===== src/design/fbp_pkg.sv =====
// Shared types and constants of the framed byte parser.
package fbp_pkg;

   localparam int unsigned ByteWidth = 8;
   localparam int unsigned PhaseWidth = 3;
   localparam int unsigned CsrIndexWidth = 8;

   localparam logic [ByteWidth-1:0] SyncFirstReset = 8'hAA;
   localparam logic [ByteWidth-1:0] SyncSecondReset = 8'h22;

   // Register indexes of the configuration port.
   localparam logic [CsrIndexWidth-1:0] CsrSyncFirst = 8'd0;
   localparam logic [CsrIndexWidth-1:0] CsrSyncSecond = 8'd1;

   // Parser phases.
   localparam logic [PhaseWidth-1:0] PhaseHunt = 3'd0;
   localparam logic [PhaseWidth-1:0] PhaseSync2 = 3'd1;
   localparam logic [PhaseWidth-1:0] PhaseFunc = 3'd2;
   localparam logic [PhaseWidth-1:0] PhaseLen = 3'd3;
   localparam logic [PhaseWidth-1:0] PhaseData = 3'd4;
   localparam logic [PhaseWidth-1:0] PhaseCheck = 3'd5;

   // Result kinds.
   localparam logic KindPayload = 1'b0;
   localparam logic KindFrameEnd = 1'b1;

   typedef struct packed {
      logic [PhaseWidth-1:0] phase;
      logic [ByteWidth-1:0]  bytes_left;
      logic [ByteWidth-1:0]  running_sum;
      logic [ByteWidth-1:0]  held_function;
      logic [ByteWidth-1:0]  held_length;
      logic [ByteWidth-1:0]  payload_position;
   } parse_state_type;

   typedef struct packed {
      logic                 valid;
      logic                 item_kind;
      logic [ByteWidth-1:0] function_code;
      logic [ByteWidth-1:0] payload_byte;
      logic [ByteWidth-1:0] byte_index;
      logic [ByteWidth-1:0] frame_length;
      logic                 checksum_ok;
   } parse_result_type;

endpackage


===== src/design/fbp_step.sv =====
// Next-state and result logic for one received byte of the frame parser.
module fbp_step (
   input  fbp_pkg::parse_state_type        state,
   input  logic [fbp_pkg::ByteWidth-1:0]   rx_byte,
   input  logic [fbp_pkg::ByteWidth-1:0]   sync_first,
   input  logic [fbp_pkg::ByteWidth-1:0]   sync_second,
   output fbp_pkg::parse_state_type        next_state,
   output fbp_pkg::parse_result_type       result
);

   logic [fbp_pkg::ByteWidth-1:0] sum_plus;

   assign sum_plus = state.running_sum + rx_byte;

   always_comb begin
      next_state = state;
      result = '0;
      result.function_code = state.held_function;
      result.frame_length = state.held_length;
      priority if (state.phase == fbp_pkg::PhaseHunt && rx_byte == sync_first) begin
         next_state.phase = fbp_pkg::PhaseSync2;
         next_state.running_sum = rx_byte;
      end else if (state.phase == fbp_pkg::PhaseSync2 && rx_byte == sync_second) begin
         next_state.phase = fbp_pkg::PhaseFunc;
         next_state.running_sum = sum_plus;
      end else if (state.phase == fbp_pkg::PhaseFunc) begin
         next_state.phase = fbp_pkg::PhaseLen;
         next_state.held_function = rx_byte;
         next_state.running_sum = sum_plus;
      end else if (state.phase == fbp_pkg::PhaseLen) begin
         next_state.phase = fbp_pkg::PhaseData;
         next_state.held_length = rx_byte;
         next_state.bytes_left = rx_byte;
         next_state.payload_position = '0;
         next_state.running_sum = sum_plus;
      end else if (state.phase == fbp_pkg::PhaseData && state.bytes_left != '0) begin
         result.valid = 1'b1;
         result.item_kind = fbp_pkg::KindPayload;
         result.payload_byte = rx_byte;
         result.byte_index = state.payload_position;
         next_state.running_sum = sum_plus;
         next_state.payload_position = state.payload_position + 1'b1;
         next_state.bytes_left = state.bytes_left - 1'b1;
         if (state.bytes_left == fbp_pkg::ByteWidth'(1)) begin
            next_state.phase = fbp_pkg::PhaseCheck;
         end
      end else if (state.phase == fbp_pkg::PhaseCheck) begin
         result.valid = 1'b1;
         result.item_kind = fbp_pkg::KindFrameEnd;
         result.checksum_ok = (state.running_sum == rx_byte);
         next_state.phase = fbp_pkg::PhaseHunt;
      end else begin
         // Covers a failed second sync, the byte after a zero length and stray bytes.
         next_state.phase = fbp_pkg::PhaseHunt;
      end
   end

endmodule


===== src/design/framed_byte_parser_with_sum_check.sv =====
// Top level of the framed byte parser with additive checksum.
// The parser takes one received byte per clock cycle; each byte goes straight through
// the phase logic into the result register, so an accepted byte shows any result from the
// next cycle on. Input ready drops only while the result register holds an item that has
// not been taken, so with rsp_ready held high the block sustains one byte every cycle. A
// frame is two sync bytes, a function code, a length, that many payload bytes and a checksum
// equal to the 8-bit sum of all frame bytes before it; each payload byte comes out with its
// index and, for a nonzero length, the checksum byte produces a frame-end item with the
// verdict. Sync bytes are set through the csr_ port (index 0 first sync, index 1 second
// sync) by the user only while the block is idle; the block does not enforce it.
module framed_byte_parser_with_sum_check (
   input  logic                                 clock,
   input  logic                                 reset,
   input  logic                                 req_valid,
   output logic                                 req_ready,
   input  logic [fbp_pkg::ByteWidth-1:0]        req_rx_byte,
   output logic                                 rsp_valid,
   input  logic                                 rsp_ready,
   output logic                                 rsp_item_kind,
   output logic [fbp_pkg::ByteWidth-1:0]        rsp_function_code,
   output logic [fbp_pkg::ByteWidth-1:0]        rsp_payload_byte,
   output logic [fbp_pkg::ByteWidth-1:0]        rsp_byte_index,
   output logic [fbp_pkg::ByteWidth-1:0]        rsp_frame_length,
   output logic                                 rsp_checksum_ok,
   input  logic                                 csr_valid,
   output logic                                 csr_ready,
   input  logic [fbp_pkg::CsrIndexWidth-1:0]    csr_index,
   input  logic [fbp_pkg::ByteWidth-1:0]        csr_wdata
);

   fbp_pkg::parse_state_type      state_ff;
   fbp_pkg::parse_state_type      state_in;
   fbp_pkg::parse_result_type     step_result;
   fbp_pkg::parse_result_type     rsp_ff;
   logic                          rsp_valid_ff;
   logic                          rsp_valid_in;
   logic [fbp_pkg::ByteWidth-1:0] sync_first_ff;
   logic [fbp_pkg::ByteWidth-1:0] sync_second_ff;
   logic                          req_accept;

   assign req_ready = !rsp_valid_ff || rsp_ready;
   assign req_accept = req_valid && req_ready;
   assign csr_ready = 1'b1;

   fbp_step u_step (
      .state       (state_ff),
      .rx_byte     (req_rx_byte),
      .sync_first  (sync_first_ff),
      .sync_second (sync_second_ff),
      .next_state  (state_in),
      .result      (step_result)
   );

   always_comb begin
      rsp_valid_in = rsp_valid_ff && !rsp_ready;
      if (req_accept) begin
         rsp_valid_in = step_result.valid;
      end
   end

   always_ff @(posedge clock) begin
      if (reset) begin
         state_ff <= '0;
         rsp_valid_ff <= 1'b0;
         sync_first_ff <= fbp_pkg::SyncFirstReset;
         sync_second_ff <= fbp_pkg::SyncSecondReset;
      end else begin
         rsp_valid_ff <= rsp_valid_in;
         if (req_accept) begin
            state_ff <= state_in;
         end
         if (csr_valid && csr_index == fbp_pkg::CsrSyncFirst) begin
            sync_first_ff <= csr_wdata;
         end
         if (csr_valid && csr_index == fbp_pkg::CsrSyncSecond) begin
            sync_second_ff <= csr_wdata;
         end
      end
   end

   always_ff @(posedge clock) begin
      if (req_accept) begin
         rsp_ff <= step_result;
      end
   end

   assign rsp_valid = rsp_valid_ff;
   assign rsp_item_kind = rsp_ff.item_kind;
   assign rsp_function_code = rsp_ff.function_code;
   assign rsp_payload_byte = rsp_ff.payload_byte;
   assign rsp_byte_index = rsp_ff.byte_index;
   assign rsp_frame_length = rsp_ff.frame_length;
   assign rsp_checksum_ok = rsp_ff.checksum_ok;

endmodule


===== config.mk =====
export PLATFORM = sky130hd
export DESIGN_NAME = framed_byte_parser_with_sum_check
export DESIGN_NICKNAME = d
export VERILOG_FILES = /design/src/design/fbp_pkg.sv /design/src/design/fbp_step.sv /design/src/design/framed_byte_parser_with_sum_check.sv
export SDC_FILE = /design/constraint.sdc
export NUM_CORES = 1
export LEC_CHECK = 0
export BUFFER_PORTS_ARGS = -buffer_cell sky130_fd_sc_hd__clkbuf_2
export CAP_MARGIN = 25
export CORE_MARGIN = 2
export CORE_UTILIZATION = 32
export CTS_BUF_LIST = sky130_fd_sc_hd__clkbuf_4 sky130_fd_sc_hd__clkbuf_8
export CTS_CLUSTER_SIZE = 8
export DETAILED_ROUTE_END_ITERATION = 10
export GPL_TIMING_DRIVEN = 0
export PLACE_DENSITY = 0.47
export SLEW_MARGIN = 10
export SYNTH_ARGS = -nofsm -noshare
export SYNTH_HDL_FRONTEND = slang
export SYNTH_SLANG_ARGS = --single-unit
export TNS_END_PERCENT = 5

===== constraint.sdc =====
create_clock -name clock -period 3.1 [get_ports clock]
set_clock_uncertainty 0.1 [all_clocks]
set_input_delay 0.31 -clock clock [delete_from_list [all_inputs] [get_ports clock]]
set_output_delay 0.31 -clock clock [all_outputs]
set_load 0.01 [all_outputs]

# Word level (Yosys, flattened, before mapping)
# Index checks and enable logic that the tools add are counted.
classes:
  eq_ne: 11
  n_mux: 19
  n_reduce_logical: 23
  add_sub_neg: 3
  bitwise_logic: 5
ops:
  columns: ["op", "n"]
  rows:
  - ["$mux 8", 5]
  - ["$eq 8x8->1", 3]
  - ["$mux 19", 1]
  - ["$eq 8x1->1 const B", 2]
  - ["$mux 16", 1]
  - ["$mux 3", 5]
  - ["$mux 2", 6]
  - ["$reduce_and 5->1", 2]
  - ["$reduce_or 5->1", 2]
  - ["$add 8x1->8 const B", 1]
  - ["$add 8x8->8", 1]
  - ["$logic_not 8->1", 1]
  - ["$reduce_bool 8->1", 1]
  - ["$sub 8x1->8 const B", 1]
  - ["$logic_and 1x1->1", 7]
  - ["$eq 3x2->1 const B", 2]
  - ["$eq 3x3->1 const B", 2]
  - ["$ne 6x2->1 const B", 1]
  - ["$reduce_or 6->1", 1]
  - ["$not 1->1", 5]
  - ["$reduce_bool 5->1", 1]
  - ["$reduce_and 2->1", 2]
  - ["$reduce_and 4->1", 1]
  - ["$eq 3x1->1 const B", 1]
  - ["other kinds (5)", 6]
word_totals:
  in_bits: 29
  regBits: 94

# Logic depth before layout (Yosys ltp)
# Gate-level depths: netlist (run 1).
logic_depth:
  ltp_word: 8
  depth_mapped: 9
  ltp_nobuf: 9

# Hierarchy
# A second synthesis (run 1) with hierarchy kept.
hier_totals:
  hier_cells: 548
  hier_area_um2: 5057.4
by_module_without_submodules:
  columns: ["mod", "seq_area_each_um2", "instances", "area_each_um2", "cells_each"]
  rows:
  - ["framed_byte_parser_with_sum_check", 2222.1, 1, 3390.8, 305]
  - ["fbp_step", 0.0, 1, 1666.6, 243]

# Worst setup path before layout (run 1)
# Ideal clock, no wire load.
synth_path:
  path_type: "input to register"
  from: "in rsp_ready"
  to: "reg state_ff[31] (netlist bit)"
  slack_ps: 721
  stages: 7
  setup_ps: 120
  t_arrival_ps: 2159
  path_cell_list: "nand2b_1 -> nand2_1 -> clkbuf_1 -> inv_1 -> o41a_2 -> a21boi_0 -> o31a_1"
synth_via:
  elab_chain_len: 3
synth_rtl:
  columns: ["element", "line", "text"]
  rows:
  - ["start: declaration", "framed_byte_parser_with_sum_check.sv:18", "input logic rsp_ready,"]
  - ["$logic_or 1x1->1", "framed_byte_parser_with_sum_check.sv:41", "assign req_ready = !rsp_valid_ff || rsp_ready;"]
  - ["$logic_and 1x1->1", "framed_byte_parser_with_sum_check.sv:42", "assign req_accept = req_valid && req_ready;"]
  - ["named net req_accept", "framed_byte_parser_with_sum_check.sv:39", "logic req_accept;"]
  - ["$reduce_and 2->1 (no line)", null, null]
  - ["end signal: assignment", "framed_byte_parser_with_sum_check.sv:70", "state_ff <= state_in;"]
  - ["end: declaration", "framed_byte_parser_with_sum_check.sv:31", "fbp_pkg::parse_state_type state_ff;"]
# The timed path passes the listed nets, and every way through them passes these cells.
# A chain may end at the register's enable or synchronous reset.

# Final worst setup path (run 1)
layout_path:
  from: "reg state_ff[42] (netlist bit)"
  to: "reg state_ff[32] (netlist bit)"
layout_via:
  elab_chain_len: 4
layout_rtl:
  columns: ["element", "line", "text"]
  rows:
  - ["$eq 3x3->1, or another cell as far along", "fbp_step.sv:36", "end else if (state.phase == fbp_pkg::PhaseData && state.bytes_left != '0) begin"]
  - ["$logic_and 1x1->1 (on tied branches)", "fbp_step.sv:36, fbp_step.sv:20, fbp_step.sv:23", null]
  - ["$reduce_bool 2->1 (no line) or $not 1->1 (tied branches)", null, null]
  - ["$reduce_and 5->1 (no line)", null, null]
# Several ways; a longest one is shown, not always the timed one.

==> metrics.md, run 1 <==
| Metric | Value |
|---|---|
| Status | `finished clean` |
| CTS tree | `done` |
| Die W | `120.3 um` |
| Fmax | `~360 MHz` |
| PortBufs | `63` |
| Clk Latency, worst-skew pair | `0.38 ns` |
| Final hold violations | `0` |
| Routed wire length | `10670 um` |
| Final layout net count | `542` |
| Core Util, Final | `roughly two fifths` |
| Pwr dens | `450.5 mW/mm2` |
| Top_reg_cell synth | `dfxtp_1` |
| Adder-cell share of the synthesized area | `3.355%` |
| Most frequent cell after synthesis | `dfxtp_1` |
| P_leak | `2.099 nW` |
| Via Count | `about 3300` |
| Drt wl/cell | `between 15 and 20 um` |
| Ranking of synthesized cells by area | `dfxtp_1 28%, edfxtp_1 24%, mux2i_1 8.8%, nor2_1 4.6%, xnor2_1 3.4%` |
| CP startpoint kind | `flip-flop` |
| Root Buffer | `clkbuf_8` |
| Final Cycle Share | `90.52%` |
| Cells after DPL | `667` |
| Final setup violating endpoints | `0` |
| Vias in the first global route | `3254` |
| Post-CTS Setup Repair Bufs | `0` |
| All-Layer GR Usage | `between 10% and 20%` |
| Initial DRT Pass Iterations | `4` |
| Post-synthesis sequential area ratio | `51.36%` |
| Largest fanout on the critical path | `10` |
| Post-synthesis compound-gate area fraction | `10.58%` |
| Routed Antenna Nets | `0` |
| N_diodes | `0` |
| Gpl congestion | `0.8274` |
| Clk pin slew, worst setup/hold paths | `0.10 ns` |
| Final min period | `between 2 and 3 ns` |
| Reg2reg path depth | `7` |
| FF-to-FF Start | `state_ff[42]` |
| Cell Area, Synth | `0.004327 mm2` |
| Share of layout cells above drive strength 1 | `19.13%` |
| Synth Area in Simple Gates | `18.02%` |
| FF-to-FF setup slack | `just under 0.3 ns` |
| Setup TNS | `0 ns` |
| Syn Inst Count | `around 430` |
| Yosys cell types | `53` |
| Die height | `120.3 um` |
| Initial Util | `32.67%` |
| #FFs+latches synth | `94` |
| Post-DP Area | `0.004862 mm2` |
| Total core area | `0.01324 mm2` |
| Fin. max-slew vios | `0` |
| Fillers | `around 1400` |
| Post-CTS Hold Buffers | `0` |
| Initial antenna violation count | `0` |
| Ports | `between 60 and 70` |
| Total of max-cap violations | `0` |
| Mux cell area share after synthesis | `8.791%` |
| DRC | `0` |
| Dpl hpwl | `7600 um` |
| Synth top cells by count | `60 x dfxtp_1, 53 x nor2_1, 38 x mux2i_1, 34 x edfxtp_1, 30 x nand2_1` |
| Max clock buf depth | `2` |
| GRT overflow | `0` |
| Worst IR Drop VDD | `0.2263 mV` |
| Slew @ Worst Pin | `between 1 and 1.5 ns` |
| Non-filler instance count after layout | `683` |
| Worst Path Class, Setup | `reg -> reg` |
| Clock sink total | `94` |
| Critical Path AT | `3.02 ns` |
| Post-route design area | `0.005062 mm2` |
| Largest family of logic cells by synthesized area | `simple AND/OR/NAND/NOR gates` |
| R2r endpoint | `state_ff[32]` |
| Total Power | `2.281 mW` |
| Rows | `42` |
| Number of flops mapped to enable cells by yosys | `34` |
| Yosys top cell by area | `dfxtp_1` |
| Worst Path Required | `3.32 ns` |
| Layout area overhead | `17.00%` |
| H-tree levels | `3` |
| Launch point of the worst path | `state_ff[42]` |
| Xor/xnor cell area share of the yosys netlist | `4.049%` |
| Die area | `0.01447 mm2` |
| First-pass GRT wire length | `~17000 um` |
| # resized after CTS | `0` |
| Syn. warnings | `0` |
| Synth Net Count | `468` |
| Slew HR | `30.86%` |
| RSZ-0062 raised after global routing | `no` |
| Synth top area share | `27.76%` |
| Total clock buffers created by CTS | `9` |
| Hold crit path type | `in -> reg` |
| DR iter-0 viols | `190` |
| Crit path to | `state_ff[32]` |
| Post-synth ARST share | `0%` |
| Crit. End Element | `flip-flop` |
| Vias/cell | `4.852` |
| Maximum number of pins on one net before global-route repair | `37` |
| Syn Area/Cell | `10.11 um2` |
## where the power goes
group,leakage [nW],internal [mW],total [mW],switching [mW]
logic,1.16,0.0480,0.136,0.0879
clock network,0.101,0.388,0.851,0.463
registers,0.834,1.29,1.29,0.00470
## flip-flops by register name, indices dropped and copies added, names as in the netlist
name and cells:
rsp_frame_length 8, rsp_valid 1, rsp_checksum_ok 1, sync_second_ff 8, rsp_payload_byte 8, state_ff 43
rsp_function_code 8, rsp_item_kind 1, sync_first_ff 8, rsp_byte_index 8
## critical path: stages, from the launching register on
cell	delay (ns)
dfxtp_1	0.41
or3b_4	0.43
a31oi_4	0.20
buf_2	0.26
inv_1	0.10
nor4_1	0.88
mux2i_1	0.17
a21oi_1	0.18
## per-stage QoR
step / hold WS [ns] / worst slack (ns)
2_1_floorplan: 0.3080 / 0.7211
3_3_place_gp: 0.3160 / 0.1113
3_5_place_dp: 0.3239 / 0.2584
4_1_cts: 0.03167 / 0.3197
5_1_grt: 0.06259 / 0.1122
6_report: 0.04606 / 0.2938
## per-layer routing
layer	vias up	track usage, %	share of wire (%)
li1	1661	-	-
met2	76	25.64	47
met5	-	0	0
met3	17	3.538	3.9
met4	0	5.814	2.2
met1	1560	19.54	47
## kinds of logic (layout without fill, tap and decap cells)
family	Yosys count	in the layout
AOI/OAI and AO/OA	70	70
xor gates and xnor gates	20	20
adders and majority gates	11	11
buffers and inverters	38	117
DFF	94	94
muxes	38	38
other	1	1
and+or+nand+nor	156	156
## cells in the final DEF, fill, tap and decap left out, types with 2 or more instances in the layout
master | netlist | final
xor2_1 | 3 | 3
ha_1 | 10 | 10
a211oi_1 | 7 | 7
nor4b_1 | 3 | 3
edfxtp_1 | 34 | 34
nor2b_1 | 4 | 4
nor4_1 | 5 | 5
nor2_1 | 53 | 53
buf_4 | 3 | 3
o31a_1 | 2 | 2
nand3_1 | 11 | 11
nand4_1 | 2 | 2
o211ai_1 | 2 | 2
clkbuf_2 | 1 | 64
nor3_1 | 7 | 7
nand2_1 | 30 | 30
nand3b_1 | 4 | 4
clkbuf_8 | 0 | 9
inv_1 | 11 | 10
o21ai_0 | 17 | 17
nand2b_1 | 2 | 2
clkbuf_1 | 16 | 16
and2_1 | 18 | 18
o21a_1 | 2 | 2
mux2i_1 | 38 | 38
o41ai_1 | 2 | 2
inv_6 | 0 | 2
buf_2 | 6 | 6
xnor2_1 | 17 | 17
dfxtp_1 | 60 | 60
a21oi_1 | 23 | 23
and3_1 | 4 | 4
or3_1 | 3 | 3
or4_1 | 5 | 5
a31oi_1 | 3 | 3
## how the worst min path moves through the flow
stage	from	end	slack (ns)	depth (start not counted)
2_1_floorplan	state_ff[9]	rsp_frame_length[1]	0.31	0
3_3_place_gp	state_ff[11]	rsp_frame_length[3]	0.32	0
3_5_place_dp	state_ff[18]	rsp_function_code[2]	0.32	0
4_1_cts	csr_wdata[1]	sync_second_ff[1]	0.03	3
5_1_grt	csr_wdata[5]	sync_second_ff[5]	0.06	3
6_report	csr_wdata[1]	sync_second_ff[1]	0.05	3
## cell type report
type	instances	area [um2]	area share (%)
repair buffers	63	315.3	6.228
inverters	12	45.04	0.8898
well taps	176	220.2	4.350
multi-input cells	296	1942	38.36
plain buffers	26	117.6	2.323
clock buffers	10	131.4	2.595
clock inverters	6	68.82	1.359
flip-flops and latches	94	2222	43.90
Note: power is estimated with default switching activity, not from simulation.
==> inputs of run 2 (changes only) <==
--- a/config.mk
+++ b/config.mk
@@ -8,12 +8,12 @@
 export BUFFER_PORTS_ARGS = -buffer_cell sky130_fd_sc_hd__clkbuf_2
 export CAP_MARGIN = 25
 export CORE_MARGIN = 2
-export CORE_UTILIZATION = 32
+export CORE_UTILIZATION = 54
 export CTS_BUF_LIST = sky130_fd_sc_hd__clkbuf_4 sky130_fd_sc_hd__clkbuf_8
 export CTS_CLUSTER_SIZE = 8
 export DETAILED_ROUTE_END_ITERATION = 10
 export GPL_TIMING_DRIVEN = 0
-export PLACE_DENSITY = 0.47
+export PLACE_DENSITY_LB_ADDON = 0.12
 export SLEW_MARGIN = 10
 export SYNTH_ARGS = -nofsm -noshare
 export SYNTH_HDL_FRONTEND = slang
==> metrics.md, run 2 (synthesis results as in run 1) <==
| Metric | Value |
|---|---|
| Status | `finished clean` |
| DR iter-0 viols | `201 (+5.8%)` |
| GRT overflow | `0 (unchanged)` |
| Worst Path Required | `3.30 ns (-0.02 ns)` |
| Post-route design area | `0.004996 mm2 (-1.3%)` |
| CP startpoint kind | `flip-flop` |
| Met2 global-route usage | `38.25% (+13 points)` |
| Vias in the first global route | `3078 (-5.4%)` |
| Fin. max-slew vios | `0 (unchanged)` |
| GR Layer Usage met3 | `4.432% (+0.89 points)` |
| Most used routing layer | `met2` |
| Commonest non-fill, non-tap cells in the layout | `64 x clkbuf_2, 60 x dfxtp_1, 53 x nor2_1, 38 x mux2i_1, 34 x edfxtp_1` |
| Dpl hpwl | `6835 um (-10%)` |
| Die W | `93.51 um (-22%)` |
| Max clock buf depth | `2 (unchanged)` |
| Pwr dens | `451.2 mW/mm2 (+0.15%)` |
| Fmax | `380.8 MHz (+6.9%)` |
| GRT met1 Usage | `29.07% (+9.5 points)` |
| Initial Util | `55.99% (+23 points)` |
| Post-DP Area | `0.004797 mm2 (-1.3%)` |
| Most common cell after layout, fill and taps aside | `clkbuf_2` |
| First-pass GRT wire length | `15120 um (-11%)` |
| Clk pin slew, worst setup/hold paths | `0.10 ns (about the same)` |
| Setup TNS | `0 ns (unchanged)` |
| Initial DRT Pass Iterations | `4 (unchanged)` |
| DRC | `0 (unchanged)` |
| Critical Path AT | `2.83 ns (-0.19 ns)` |
| Die height | `93.51 um (-22%)` |
| Slew @ Worst Pin | `0.9497 ns (-0.07791 ns)` |
| PortBufs | `63 (unchanged)` |
| FF-to-FF setup slack | `0.47 ns (+0.18 ns)` |
| Final min period | `2.626 ns (-0.1800 ns)` |
| Worst hold path cell count | `3 (unchanged)` |
| Clk Latency, worst-skew pair | `0.37 ns (about the same)` |
| Clock sink total | `94 (unchanged)` |
| Drt wl/cell | `15.61 um (about the same)` |
| Worst IR Drop VDD | `0.2076 mV (-8.3%)` |
| All-Layer GR Usage | `22.70% (+7.3 points)` |
| Worst Path Class, Setup | `reg -> reg` |
| Final hold violations | `0 (unchanged)` |
| Final Cycle Share | `84.72% (-5.8 points)` |
| Fillers | `627 (-55%)` |
| Routed Antenna Nets | `0 (unchanged)` |
| Share of layout cells above drive strength 1 | `19.09% (-0.038 points)` |
| Root Buffer | `clkbuf_8` |
| Reg2reg path depth | `7 (unchanged)` |
| Initial antenna violation count | `0 (unchanged)` |
| Final setup violating endpoints | `0 (unchanged)` |
| Final layout net count | `543 (+0.18%)` |
| Layout area overhead | `15.47%` |
| H-tree levels | `3 (unchanged)` |
| Total clock buffers created by CTS | `9 (unchanged)` |
| CTS tree | `done` |
| Post-CTS Setup Repair Bufs | `0 (unchanged)` |
| Total of max-cap violations | `0 (unchanged)` |
| Rows | `32 (-24%)` |
| # resized after CTS | `0 (unchanged)` |
| Gpl congestion | `0.8641 (+4.4%)` |
| Vias/cell | `5.411 (+12%)` |
| Total core area | `0.007727 mm2 (-42%)` |
| P_leak | `2.108 nW (+0.47%)` |
| Largest register FFs | `43 (unchanged)` |
| Die area | `0.008744 mm2 (-40%)` |
| Crit. End Element | `flip-flop` |
| RSZ-0062 raised after global routing | `no` |
| Routed wire length | `9522 um (-11%)` |
| Largest fanout on the critical path | `10 (unchanged)` |
| Ports | `66 (unchanged)` |
| Via Count | `3301 (-0.39%)` |
| Hold crit path type | `in -> reg` |
| N_diodes | `0 (unchanged)` |
| Slew HR | `36.20% (+5.3 points)` |
| Largest register by flop count | `state_ff` |
| Maximum number of pins on one net before global-route repair | `22 (-41%)` |
| Post-CTS Hold Buffers | `0 (unchanged)` |
[run 2: changes by cell type in the layout (fill, tap and decap cells not counted)]
| cell | delta |
|---|---|
| clkinv_4 | -1 |
| clkinvlp_4 | +1 |
| inv_2 | -1 |
| buf_16 | +1 |
| inv_1 | +1 |
[run 2: area by class of cell]
cell class                 instances  area, um2  area share [%]
timing repair buffer              64      342.8           6.862
clock buffer                      10      131.4           2.630
clock inverter                     6      67.56           1.352
sequential                        94       2222           44.48
tap                              102      127.6           2.554
inverter                          12      45.04          0.9016
buffer                            26      117.6           2.354
multi-input combinational        296       1942           38.87
[run 2: power by group]
group          internal [mW]  total (mW)  switching (mW)
Sequential              1.29        1.29         0.00434
Combinational         0.0515       0.137          0.0850
Clock                  0.386       0.824           0.438
[run 2: metal layers]
layer	up-vias	share of wire (%)
met5	-	0
met2	101	48
met3	10	5.5
met4	0	1.5
met1	1526	45
li1	1664	-
[run 2: critical path, cell delays in order, from the launching register on]
cell,delay [ns]
dfxtp_1,0.41
or3b_4,0.43
a31oi_4,0.20
buf_2,0.24
inv_1,0.08
nor4_1,0.73
nand3b_1,0.17
a21oi_1,0.20
[run 2: final timing paths]
| kind | startpoint | end |
|---|---|---|
| max | state_ff[42] | state_ff[4] |
| min | csr_wdata[1] | sync_second_ff[1] |
| max reg2reg | state_ff[42] | state_ff[4] |
| min reg2reg | state_ff[8] | rsp_frame_length[0] |
[run 2: per-stage QoR]
stage | setup slack [ns] | util, % | cells | hold slack (ns) | power (mW)
after floorplan | 0.7211 | - | 428 | 0.3080 | 1.395
after global placement | 0.2279 | 61.72 | 593 | 0.3147 | 1.453
after detailed placement | 0.2829 | 62.08 | 594 | 0.3167 | 1.460
after CTS | 0.5115 | 64.65 | 610 | 0.06380 | 2.271
after global routing | 0.2711 | 64.65 | 610 | 0.08130 | 2.334
final | 0.4738 | 64.65 | 610 | 0.07403 | 2.254
